File: src/rtl/fqd_pkg.sv
// ----------------------------------------------------------------------------
// FIFO queue with delete: shared package
// Transaction types, request codes and sequencer states used by the queue.
// ----------------------------------------------------------------------------
package fqd_pkg;

  localparam logic [1:0] KIND_ENQUEUE = 2'd0;
  localparam logic [1:0] KIND_DEQUEUE = 2'd1;
  localparam logic [1:0] KIND_DELETE  = 2'd2;
  localparam logic [1:0] KIND_ITERATE = 2'd3;

  localparam logic STATUS_OK  = 1'b0;
  localparam logic STATUS_ERR = 1'b1;

  typedef struct packed {
    logic [1:0]  kind;
    logic [31:0] item_handle;
  } req_t;

  typedef struct packed {
    logic        status;
    logic [31:0] item_out;
    logic        item_valid;
    logic [4:0]  entry_count;
    logic        last;
  } rsp_t;

  typedef enum logic [2:0] {
    ST_IDLE,
    ST_DEQUEUE,
    ST_SEARCH,
    ST_SHIFT,
    ST_ITERATE
  } state_t;

  function automatic rsp_t make_rsp(input logic status, input logic [31:0] item,
                                    input logic valid, input logic [4:0] cnt,
                                    input logic last);
    rsp_t r;
    r.status      = status;
    r.item_out    = item;
    r.item_valid  = valid;
    r.entry_count = cnt;
    r.last        = last;
    return r;
  endfunction

endpackage

File: src/rtl/fqd_ram.sv
// ----------------------------------------------------------------------------
// FIFO queue with delete: generic RAM
// One write port and one read port with registered read data.
// ----------------------------------------------------------------------------
module fqd_ram #(
  parameter int WIDTH = 32,
  parameter int DEPTH = 16
) (
  input  logic                                    clk,
  input  logic                                    we,
  input  logic [((DEPTH > 1) ? $clog2(DEPTH) : 1)-1:0] waddr,
  input  logic [WIDTH-1:0]                        wdata,
  input  logic [((DEPTH > 1) ? $clog2(DEPTH) : 1)-1:0] raddr,
  output logic [WIDTH-1:0]                        rdata
);

  logic [WIDTH-1:0] mem [DEPTH];

  always_ff @(posedge clk) begin
    if (we) begin
      mem[waddr] <= wdata;
    end
    rdata <= mem[raddr];
  end

endmodule

File: src/rtl/fqd_ctrl.sv
// ----------------------------------------------------------------------------
// FIFO queue with delete: sequencer
// Ring head pointer, entry count, the search compare and the result register.
// ----------------------------------------------------------------------------
module fqd_ctrl #(
  parameter int DEPTH       = 16,
  parameter int HANDLE_BITS = 32
) (
  input  logic                                         clk,
  input  logic                                         rst,
  input  logic                                         start,
  input  fqd_pkg::req_t                                req,
  output logic                                         busy,
  output logic                                         done,
  output fqd_pkg::rsp_t                                rsp,
  output logic                                         we,
  output logic [((DEPTH > 1) ? $clog2(DEPTH) : 1)-1:0] waddr,
  output logic [((HANDLE_BITS < 32) ? HANDLE_BITS : 32)-1:0] wdata,
  output logic [((DEPTH > 1) ? $clog2(DEPTH) : 1)-1:0] raddr,
  input  logic [((HANDLE_BITS < 32) ? HANDLE_BITS : 32)-1:0] rd_data
);

  localparam int AW = (DEPTH > 1) ? $clog2(DEPTH) : 1;
  localparam int CW = $clog2(DEPTH + 1);
  localparam int SW = (HANDLE_BITS < 32) ? HANDLE_BITS : 32;
  localparam logic [CW:0]   DEPTH_W = (CW + 1)'(DEPTH);
  localparam logic [CW-1:0] DEPTH_C = CW'(DEPTH);
  localparam logic [CW-1:0] ONE_C   = CW'(1);

  function automatic logic [AW-1:0] wrap(input logic [AW-1:0] base,
                                         input logic [CW-1:0] off);
    logic [CW:0] sum;
    sum = (CW + 1)'(base) + {1'b0, off};
    if (sum >= DEPTH_W) begin
      sum = sum - DEPTH_W;
    end
    return sum[AW-1:0];
  endfunction

  fqd_pkg::state_t state, state_next;
  logic [AW-1:0]   head, head_next;
  logic [CW-1:0]   count, count_next;
  logic [CW-1:0]   idx, idx_next;
  logic            rd_vld, rd_vld_next;
  logic [CW-1:0]   rd_off, rd_off_next;
  logic [SW-1:0]   key, key_next;
  fqd_pkg::rsp_t   rsp_next;
  logic            done_next;

  logic            accept;
  logic [SW-1:0]   req_key;
  logic            req_null;
  logic            full;
  logic            empty;
  logic            issue_ok;
  logic            hit;
  logic            at_end;
  logic [CW-1:0]   count_inc;
  logic [CW-1:0]   count_dec;

  assign busy      = (state != fqd_pkg::ST_IDLE);
  assign accept    = start && (state == fqd_pkg::ST_IDLE);
  assign req_key   = req.item_handle[SW-1:0];
  assign req_null  = (req_key == '0);
  assign full      = (count == DEPTH_C);
  assign empty     = (count == '0);
  assign issue_ok  = (idx < count);
  assign hit       = rd_vld && (rd_data == key);
  assign count_inc = count + ONE_C;
  assign count_dec = count - ONE_C;
  assign at_end    = (rd_off == count_dec);

  always_comb begin
    state_next = state;
    unique case (state)
      fqd_pkg::ST_IDLE: begin
        if (accept) begin
          unique case (req.kind)
            fqd_pkg::KIND_DEQUEUE: begin
              if (!empty) state_next = fqd_pkg::ST_DEQUEUE;
            end
            fqd_pkg::KIND_DELETE: begin
              if (!req_null && !empty) state_next = fqd_pkg::ST_SEARCH;
            end
            fqd_pkg::KIND_ITERATE: begin
              if (!empty) state_next = fqd_pkg::ST_ITERATE;
            end
            default: state_next = fqd_pkg::ST_IDLE;
          endcase
        end
      end
      fqd_pkg::ST_DEQUEUE: begin
        state_next = fqd_pkg::ST_IDLE;
      end
      fqd_pkg::ST_SEARCH: begin
        if (hit) begin
          state_next = at_end ? fqd_pkg::ST_IDLE : fqd_pkg::ST_SHIFT;
        end else if (rd_vld && at_end) begin
          state_next = fqd_pkg::ST_IDLE;
        end
      end
      fqd_pkg::ST_SHIFT, fqd_pkg::ST_ITERATE: begin
        if (rd_vld && at_end) state_next = fqd_pkg::ST_IDLE;
      end
      default: state_next = fqd_pkg::ST_IDLE;
    endcase
  end

  always_comb begin
    head_next   = head;
    count_next  = count;
    idx_next    = idx;
    rd_vld_next = 1'b0;
    rd_off_next = idx;
    key_next    = key;
    rsp_next    = rsp;
    done_next   = 1'b0;
    we          = 1'b0;
    waddr       = wrap(head, count);
    wdata       = req_key;
    raddr       = wrap(head, idx);
    unique case (state)
      fqd_pkg::ST_IDLE: begin
        raddr    = head;
        idx_next = '0;
        if (accept) begin
          key_next = req_key;
          unique case (req.kind)
            fqd_pkg::KIND_ENQUEUE: begin
              done_next = 1'b1;
              if (req_null || full) begin
                rsp_next = fqd_pkg::make_rsp(fqd_pkg::STATUS_ERR, '0, 1'b0,
                                             5'(count), 1'b1);
              end else begin
                we         = 1'b1;
                count_next = count_inc;
                rsp_next   = fqd_pkg::make_rsp(fqd_pkg::STATUS_OK, '0, 1'b0,
                                               5'(count_inc), 1'b1);
              end
            end
            fqd_pkg::KIND_DEQUEUE: begin
              if (empty) begin
                done_next = 1'b1;
                rsp_next  = fqd_pkg::make_rsp(fqd_pkg::STATUS_ERR, '0, 1'b0,
                                              5'(count), 1'b1);
              end
            end
            fqd_pkg::KIND_DELETE: begin
              if (req_null || empty) begin
                done_next = 1'b1;
                rsp_next  = fqd_pkg::make_rsp(fqd_pkg::STATUS_ERR, '0, 1'b0,
                                              5'(count), 1'b1);
              end
            end
            default: begin
              if (empty) begin
                done_next = 1'b1;
                rsp_next  = fqd_pkg::make_rsp(fqd_pkg::STATUS_OK, '0, 1'b0,
                                              5'(count), 1'b1);
              end
            end
          endcase
        end
      end
      fqd_pkg::ST_DEQUEUE: begin
        done_next  = 1'b1;
        head_next  = wrap(head, ONE_C);
        count_next = count_dec;
        rsp_next   = fqd_pkg::make_rsp(fqd_pkg::STATUS_OK, 32'(rd_data), 1'b1,
                                       5'(count_dec), 1'b1);
      end
      fqd_pkg::ST_SEARCH: begin
        rd_vld_next = issue_ok && !hit;
        if (issue_ok && !hit) idx_next = idx + ONE_C;
        if (hit) begin
          idx_next = rd_off + ONE_C;
          if (at_end) begin
            done_next  = 1'b1;
            count_next = count_dec;
            rsp_next   = fqd_pkg::make_rsp(fqd_pkg::STATUS_OK, '0, 1'b0,
                                           5'(count_dec), 1'b1);
          end
        end else if (rd_vld && at_end) begin
          done_next = 1'b1;
          rsp_next  = fqd_pkg::make_rsp(fqd_pkg::STATUS_ERR, '0, 1'b0,
                                        5'(count), 1'b1);
        end
      end
      fqd_pkg::ST_SHIFT: begin
        rd_vld_next = issue_ok;
        if (issue_ok) idx_next = idx + ONE_C;
        if (rd_vld) begin
          we    = 1'b1;
          waddr = wrap(head, rd_off - ONE_C);
          wdata = rd_data;
          if (at_end) begin
            done_next  = 1'b1;
            count_next = count_dec;
            rsp_next   = fqd_pkg::make_rsp(fqd_pkg::STATUS_OK, '0, 1'b0,
                                           5'(count_dec), 1'b1);
          end
        end
      end
      fqd_pkg::ST_ITERATE: begin
        rd_vld_next = issue_ok;
        if (issue_ok) idx_next = idx + ONE_C;
        if (rd_vld) begin
          done_next = 1'b1;
          rsp_next  = fqd_pkg::make_rsp(fqd_pkg::STATUS_OK, 32'(rd_data), 1'b1,
                                        5'(count), at_end);
        end
      end
      default: begin
        idx_next = '0;
      end
    endcase
  end

  always_ff @(posedge clk) begin
    if (rst) begin
      state  <= fqd_pkg::ST_IDLE;
      head   <= '0;
      count  <= '0;
      idx    <= '0;
      rd_vld <= 1'b0;
      done   <= 1'b0;
    end else begin
      state  <= state_next;
      head   <= head_next;
      count  <= count_next;
      idx    <= idx_next;
      rd_vld <= rd_vld_next;
      done   <= done_next;
    end
  end

  always_ff @(posedge clk) begin
    rd_off <= rd_off_next;
    key    <= key_next;
    rsp    <= rsp_next;
  end

endmodule

File: src/rtl/fifo_queue_with_delete_unit.sv
// ----------------------------------------------------------------------------
// FIFO queue with delete: top level
// A bounded queue of nonzero handles with enqueue, dequeue, delete by value
// and a full walk from head to tail.
// ----------------------------------------------------------------------------
// A transaction is taken when start is high while busy is low. Every result
// appears on rsp for exactly one cycle with done high and cannot be held off.
// Enqueue, iterate on an empty queue and any request that fails at once give
// their result in the cycle after acceptance with busy staying low. Dequeue
// reads the head entry on acceptance and registers its result in ST_DEQUEUE.
// Iterate delivers one entry per cycle from head to tail. Delete gives its
// result once a search has read one entry per cycle and the entries behind a
// match have then been moved down one per cycle. Busy falls in the cycle that
// carries the final result, so the next transaction can be taken at the edge
// that accepts that result. These entry-by-entry steps come from the single
// read port of the handle storage.
// ----------------------------------------------------------------------------
module fifo_queue_with_delete_unit #(
  parameter int DEPTH       = 16,
  parameter int HANDLE_BITS = 32
) (
  input  logic          clk,
  input  logic          rst,
  input  logic          start,
  input  fqd_pkg::req_t req,
  output logic          busy,
  output logic          done,
  output fqd_pkg::rsp_t rsp
);

  localparam int AW = (DEPTH > 1) ? $clog2(DEPTH) : 1;
  localparam int SW = (HANDLE_BITS < 32) ? HANDLE_BITS : 32;

  logic          we;
  logic [AW-1:0] waddr;
  logic [SW-1:0] wdata;
  logic [AW-1:0] raddr;
  logic [SW-1:0] rd_data;

  fqd_ctrl #(
    .DEPTH      (DEPTH),
    .HANDLE_BITS(HANDLE_BITS)
  ) u_ctrl (
    .clk    (clk),
    .rst    (rst),
    .start  (start),
    .req    (req),
    .busy   (busy),
    .done   (done),
    .rsp    (rsp),
    .we     (we),
    .waddr  (waddr),
    .wdata  (wdata),
    .raddr  (raddr),
    .rd_data(rd_data)
  );

  fqd_ram #(
    .WIDTH(SW),
    .DEPTH(DEPTH)
  ) u_store (
    .clk  (clk),
    .we   (we),
    .waddr(waddr),
    .wdata(wdata),
    .raddr(raddr),
    .rdata(rd_data)
  );

endmodule
File: config.mk
export PLATFORM = sky130hd
export DESIGN_NAME = fifo_queue_with_delete_unit
export DESIGN_NICKNAME = d
export VERILOG_FILES = /design/src/rtl/fqd_pkg.sv /design/src/rtl/fqd_ram.sv /design/src/rtl/fqd_ctrl.sv /design/src/rtl/fifo_queue_with_delete_unit.sv
export SDC_FILE = /design/constraint.sdc
export NUM_CORES = 1
export LEC_CHECK = 0
export BUFFER_PORTS_ARGS = -buffer_cell sky130_fd_sc_hd__buf_2
export CAP_MARGIN = 30
export CORE_MARGIN = 2
export CORE_UTILIZATION = 62
export CTS_CLUSTER_SIZE = 8
export DETAILED_ROUTE_END_ITERATION = 7
export HOLD_SLACK_MARGIN = 0.12
export PLACE_DENSITY = 0.77
export RECOVER_POWER = 100
export SYNTH_ARGS = -nofsm -noshare
export SYNTH_HDL_FRONTEND = slang
export SYNTH_HIERARCHICAL = 1
export SYNTH_SLANG_ARGS = --single-unit
export TNS_END_PERCENT = 5
File: constraint.sdc
create_clock -name clk -period 6.3 [get_ports clk]
set_input_delay 1.89 -clock clk [delete_from_list [all_inputs] [get_ports clk]]
set_output_delay 1.89 -clock clk [all_outputs]
set_load 0.05 [all_outputs]
## Word-level counts from Yosys, hierarchy flattened

Memory sizes are Yosys's and may differ from the RTL's. A register that Yosys moved wholly into a read port is not among the register bits.
Cells that the tools add are included.

- Memories kept: 1
- Bits in registers: 96
- Logic and storage cells: 139
- Input bits: 37
- Output and inout port bits: 42
- Bits in writable memories: 512

Memory list:

| memory | depth | bits a word | rd ports | clocked after memory_dff | write ports | line | text |
|---|---|---|---|---|---|---|---|
| u_store.mem | 16 | 32 | 1 | 1 | 1 | fqd_ram.sv:17 | `logic [WIDTH-1:0] mem [DEPTH];` |

- Add/sub/neg operators: 13
- Magnitude comparators: 5
- Multiplexer cells: 58
- Reductions and logical operators: 23
- Eq/ne operators: 25
- Bitwise operators: 1

Operator list:

| cell | count |
|---|---|
| 2-to-1 mux 40 bit | 10 |
| one-hot mux 40 bit (5 select lines) | 1 |
| one-hot mux 40 bit (3 select lines) | 1 |
| 2-to-1 mux 32 bit | 2 |
| 2-to-1 mux 5 bit | 9 |
| == test 32 bit | 1 |
| zero test 32 bit | 1 |
| 2-to-1 mux 4 bit | 7 |
| one-hot mux 5 bit (4 select lines) | 1 |
| adder 4 x 5 -> 6 bit | 3 |
| >= comparator 6 x 5 -> 1 bit (second input constant) | 3 |
| 2-to-1 mux 3 bit | 6 |
| one-hot mux 3 bit (3 select lines) | 2 |
| subtractor 4 x 1 -> 4 bit (second input constant) | 4 |
| adder 5 x 1 -> 5 bit (second input constant) | 3 |
| one-hot mux 5 bit (3 select lines) | 1 |
| 2-to-1 mux 1 bit | 13 |
| != test 3 bit (second input constant) | 4 |
| != test 2 x 1 -> 1 bit (second input constant) | 5 |
| subtractor 5 x 1 -> 5 bit (second input constant) | 2 |
| AND reduction 8 bit | 1 |
| == test 3 x 2 -> 1 bit (second input constant) | 2 |
| != test 3 x 1 -> 1 bit (second input constant) | 2 |
| one-hot mux 1 bit (2 select lines) | 3 |
| 29 further kinds | 38 |

## Longest topological paths before layout

- Depth after elaboration: 8
- Mapped depth: 11
- Gate-level depth less buffers: 11

## Hierarchy

The synthesis kept the hierarchy.

Modules (own cells, without submodules):

| module | area each (µm²) | sequential area each (µm²) | instances | cells an instance |
|---|---|---|---|---|
| fqd_ram | 19,835.3 | 16,015.4 | 1 | 838 |
| fqd_ctrl | 5,973.2 | 2,642.5 | 1 | 568 |

## Least setup slack after synthesis

No wires, ideal clock.

- Path type: input port to flip-flop
- From: in req[33] (netlist bit)
- To: mem u_store.mem[0][0], enable pin
- Stages: 6
- Setup slack: 0.468 ns
- Data required time: 5.839 ns
- Library setup time: 0.461 ns
- Buffers on the path: 0
- Arrival: 5.371 ns
- Cell sequence: inv_1 -> ha_1 -> o211ai_1 -> o21ai_0 -> or3b_2 -> nor3_1

- Word-level cells in the longest chain between the ends: 6

RTL lines:

| what | line | text |
|---|---|---|
| from (decl) | fifo_queue_with_delete_unit.sv:25 | `input fqd_pkg::req_t req,` |
| zero test 2 bit | fqd_ctrl.sv:128 | `unique case (req.kind)` |
| 2-to-1 mux 1 bit | fqd_ctrl.sv:128 |  |
| 2-to-1 mux 1 bit | fqd_ctrl.sv:126 | `if (accept) begin` |
| one-hot mux 1 bit (2 select lines) | fqd_ctrl.sv:122 | `unique case (state)` |
| net we | fifo_queue_with_delete_unit.sv:34 | `logic we;` |
| 2-to-1 mux 1 bit | fqd_ram.sv:20 | `if (we) begin` |
| 2-to-1 mux 1 bit (implied by the code) | fqd_ram.sv:21 | `mem[waddr] <= wdata;` |
| to (decl) | fqd_ram.sv:17 |  |

The timed path passes the listed nets, and every way through them passes these cells.

## Final worst setup path

- From: reg u_ctrl.state[1]
- To: mem u_store.mem[7][19], enable pin

- Elaborated cells between the ends (all ways): 8
- Classes of those cells: 1 x eq/ne; 5 x mux; 2 x reduce/logical

RTL lines:

| what | line | text |
|---|---|---|
| from (decl) | fqd_ctrl.sv:40 | `fqd_pkg::state_t state, state_next;` |
| from (signal assigned) | fqd_ctrl.sv:221 | `state <= fqd_pkg::ST_IDLE;` |
| from (signal assigned) | fqd_ctrl.sv:228 | `state <= state_next;` |
| == test 3 x 2 -> 1 bit | fqd_ctrl.sv:122 |  |
| 2-to-1 mux 4 bit | fqd_ctrl.sv:122 |  |
| net waddr[1] | fifo_queue_with_delete_unit.sv:35 | `logic [AW-1:0] waddr;` |

The timed path passes the listed nets, and every way through them passes these cells.

==> results.py <==
metrics = {
    "clock_tree": {
        "cts_tree": "done",
        "post_cts_resized": 0,
        "cts_buffers": 89,
        "cts_buffer_depth": 3,
        "numClockSinks": 640,
        "htree_levels": 3,
        "cts_setup_buffers": 0,
        "cts_root_buf": "clkbuf_16",
        "ctsHoldBuffers": 0,
        "cts.clk_slew.worst_paths_ns": 0.05,
        "clock_latency_ns": 0.62,
    },
    "floorplan": {
        "die_y_um": 208,
        "fp.dieW_um": 208,
        "initial_core_util_pct": 63.1,
        "dieArea_mm2": 0.0433,
        "ioPinCount": 79,
        "core_mm2": 0.0409,
        "num_rows": 74,
    },
    "sta": {
        "setup-violations-final": 0,
        "fin_crit_sh_pct": 85.2,
        "clock_skew_ns": 0.0283,
        "fmax_mhz": 186,
        "rsz0062_at_grt": "false",
        "hold_viol_final": 0,
        "finalCriticalPeriod_ns": 5.37,
        "worstMarginPinSlew_ns": 2.65,
        "maxSlewViolCount": 222,
        "final.setup.tns_ns": 0,
        "slew_headroom_pct": -76.7,
    },
    "yosys": {
        "synth_fp_nets": 1472,
        "synth_fa_ha_area_share_pct": 1.49,
        "ys.flop_type": "edfxtp_1",
        "yosys.area_share.simple_pct": 4.43,
        "ys.warnings.count": 6,
        "ys_ff_latch": 640,
        "synth-compound-area-share_pct": 5.58,
        "syn_inst": 1406,
        "netlist_area_mm2": 0.0258,
        "synth_mux_area_share_pct": 12.7,
        "synth.avg_cell_area_um2": 18.4,
        "synth-edff-count": 584,
        "synth-xor-area-share_pct": 1.82,
        "async_flop_share_pct": 0,
        "synth_cell_types": 63,
        "ys_seq_area_share_pct": 72.3,
        "synth_top_family_by_area": "multiplexers",
    },
    "pwr": {
        "power_density_mw_per_mm2": 357,
        "switching_share_pct": 25.0,
        "power_switching_mw": 2.63,
        "p_seq_share_pct": 47.1,
        "ir_worst_vdd_mv": 0.272,
        "total_power_mw": 10.5,
        "p_leak_nw": 9.44,
        "clkPwrFrac_pct": 42.2,
        "pwr-share-comb_pct": 10.7,
        "intPower_mw": 7.91,
    },
    "routing": {
        "initialDrtViolationCount": 1954,
        "vias_per_cell": 6.76,
        "vias": 14500,
        "drcViolationCount": 0,
        "first_pass_iters": 5,
        "finalWirelength_um": 64200,
        "ant_nets": 0,
        "avgRoutedWirePerCell_um": 29.9,
    },
    "placement": {
        "hpwlAfterDp_um": 37500,
        "port-buffer-count": 78,
        "gp_congestion": 0.907,
    },
    "global_routing": {
        "antenna_found_initial": 1,
        "grt_pass1_wl_um": 93900,
        "grt_max_degree": 129,
        "grt_pass1_vias": 14600,
        "grt_use_total_pct": 29.8,
        "overflow": 0,
    },
    "critical_path": {
        "critical_path_arrival_ns": 5.67,
        "worstPathRequired_ns": 6.60,
        "cp_max_fo": 22,
        "reg2reg_slack_ns": 0.93,
        "r2r-start": "u_ctrl/state[1]",
        "end_kind": "register",
        "r2r-end": "u_store/mem[7][19]",
        "startpoint": "u_ctrl/state[1]",
        "crit_end": "u_store/mem[7][19]",
        "rr_worst_depth": 7,
        "startpoint_type": "register",
        "path_class": "register to register",
    },
    "cells_and_area": {
        "num-nets-final": 1605,
        "drive_above_1_share_pct": 17.3,
        "fin_util_pct": 72.2,
        "syn_to_final_growth_pct": 14.5,
    },
    "min_path": {
        "holdPathStages": 0,
        "hp-class": "register to register",
    },
    "status": {
        "failed_checks": "capacitance limit, slew limit",
        "outcome": "finished with violations",
    },
    "flow_run": {
        "cap_viol_max_count": 5,
    },
}
[Yosys cell counts, types with 5 or more instances]
master,instances,area [um^2]
a22o_1,32,280
a22oi_1,68,510
nand2b_1,26,163
a21oi_1,32,160
mux2_2,34,383
nand4_1,20,125
nor2b_1,5,31.3
ha_1,26,325
nand3_1,17,85.1
buf_1,12,45.0
nor2_1,47,176
mux4_2,128,2880
inv_1,27,101
dfxtp_1,56,1120
xor2_1,9,78.8
a21o_1,7,52.6
buf_4,10,75.1
nor3_1,14,70.1
clkbuf_1,30,113
xnor2_1,42,368
o21ai_0,18,90.1
buf_2,13,65.1
nor4_1,14,87.6
a211oi_1,6,45.0
edfxtp_1,584,17500
nand2_1,63,236
o211ai_1,6,45.0
[state kept, by name, summed over array words and instances, names as in the netlist]
signal         cells
u_store/rdata     32
u_ctrl/rsp        40
u_ctrl/state       3
u_ctrl/idx         5
u_ctrl/rd_off      5
u_ctrl/rd_vld      1
u_store/mem      512
u_ctrl/count       5
u_ctrl/done        1
u_ctrl/key        32
u_ctrl/head        4
[worst min path at each step]
stage                  start               end  slack [ns]
3_3_place_gp   u_ctrl/idx[4]  u_ctrl/rd_off[4]        0.37
4_1_cts        u_ctrl/idx[4]  u_ctrl/rd_off[4]        0.38
6_report       u_ctrl/idx[4]  u_ctrl/rd_off[4]        0.38
5_1_grt        u_ctrl/idx[4]  u_ctrl/rd_off[4]        0.38
2_1_floorplan  u_ctrl/idx[4]  u_ctrl/rd_off[4]        0.35
3_5_place_dp   u_ctrl/idx[4]  u_ctrl/rd_off[4]        0.37
[critical path, cell delays in order, from the launching register on]
cell     delay (ns)
dfxtp_1        0.64
nor2b_1        0.73
and2_0         0.30
nand2_1        0.66
a21oi_1        0.83
nand2_1        0.39
nor2_1         1.17
buf_12         0.29
[final cells by class]
| class | count | area, um^2 |
|---|---|---|
| fill | 2419 | 11400 |
| clock inverter | 4 | 71.3 |
| sequential | 640 | 18700 |
| multi-input combinational | 671 | 6820 |
| antenna | 2 | 5.00 |
| tap | 532 | 666 |
| timing repair buffer | 110 | 674 |
| clock buffer | 158 | 2550 |
| inverter | 27 | 101 |
[power by group through the flow]
stage	Sequential, mW	Combinational (mW)	Clock (mW)
floorplan	5.14	0.602	0
global placement	5.03	1.09	0
detailed placement	5.03	1.11	0
CTS	4.96	1.12	4.49
global route	4.97	1.18	4.65
finish	4.96	1.13	4.44
[kinds of logic after synthesis]
logic type | after synthesis
AOI/OAI and AO/OA | 198
xor gates and xnor gates | 52
adders and majority gates | 29
buffers and inverters | 95
DFF | 640
muxes | 164
and+or+nand+nor | 228
[cells in the final DEF (no fill, tap or decap), types with 32 or more instances in the layout]
cell       count
edfxtp_1     584
clkbuf_1     147
mux4_2       128
clkbuf_16     92
a22oi_1       68
nand2_1       62
dfxtp_1       56
xnor2_1       42
nor2_1        37
a22o_1        32
mux2_1        32
[stage by stage]
step                cells  hold slack [ns]  instance area [um^2]  worst slack [ns]
finish               2144            0.376                 29500             0.931
global route         2142            0.383                 29500             0.684
CTS                  2139            0.377                 29700              1.60
detailed placement   1977            0.373                 27100              1.20
global placement     1970            0.365                 26900              1.29
floorplan            1406            0.355                 25800             0.468
[routing by layer]
layer | global-route usage (%) | up-vias | share of wire [%] | wire (um)
li1 | - | 5994 | - | -
met1 | 41.1 | 7397 | 38 | 24300
met2 | 46.7 | 942 | 48 | 30700
met3 | 6.40 | 164 | 10 | 6610
met4 | 12.9 | 2 | 4.0 | 2580
met5 | 0 | - | 0.012 | 8
Note: power is estimated with default switching activity, not from simulation.
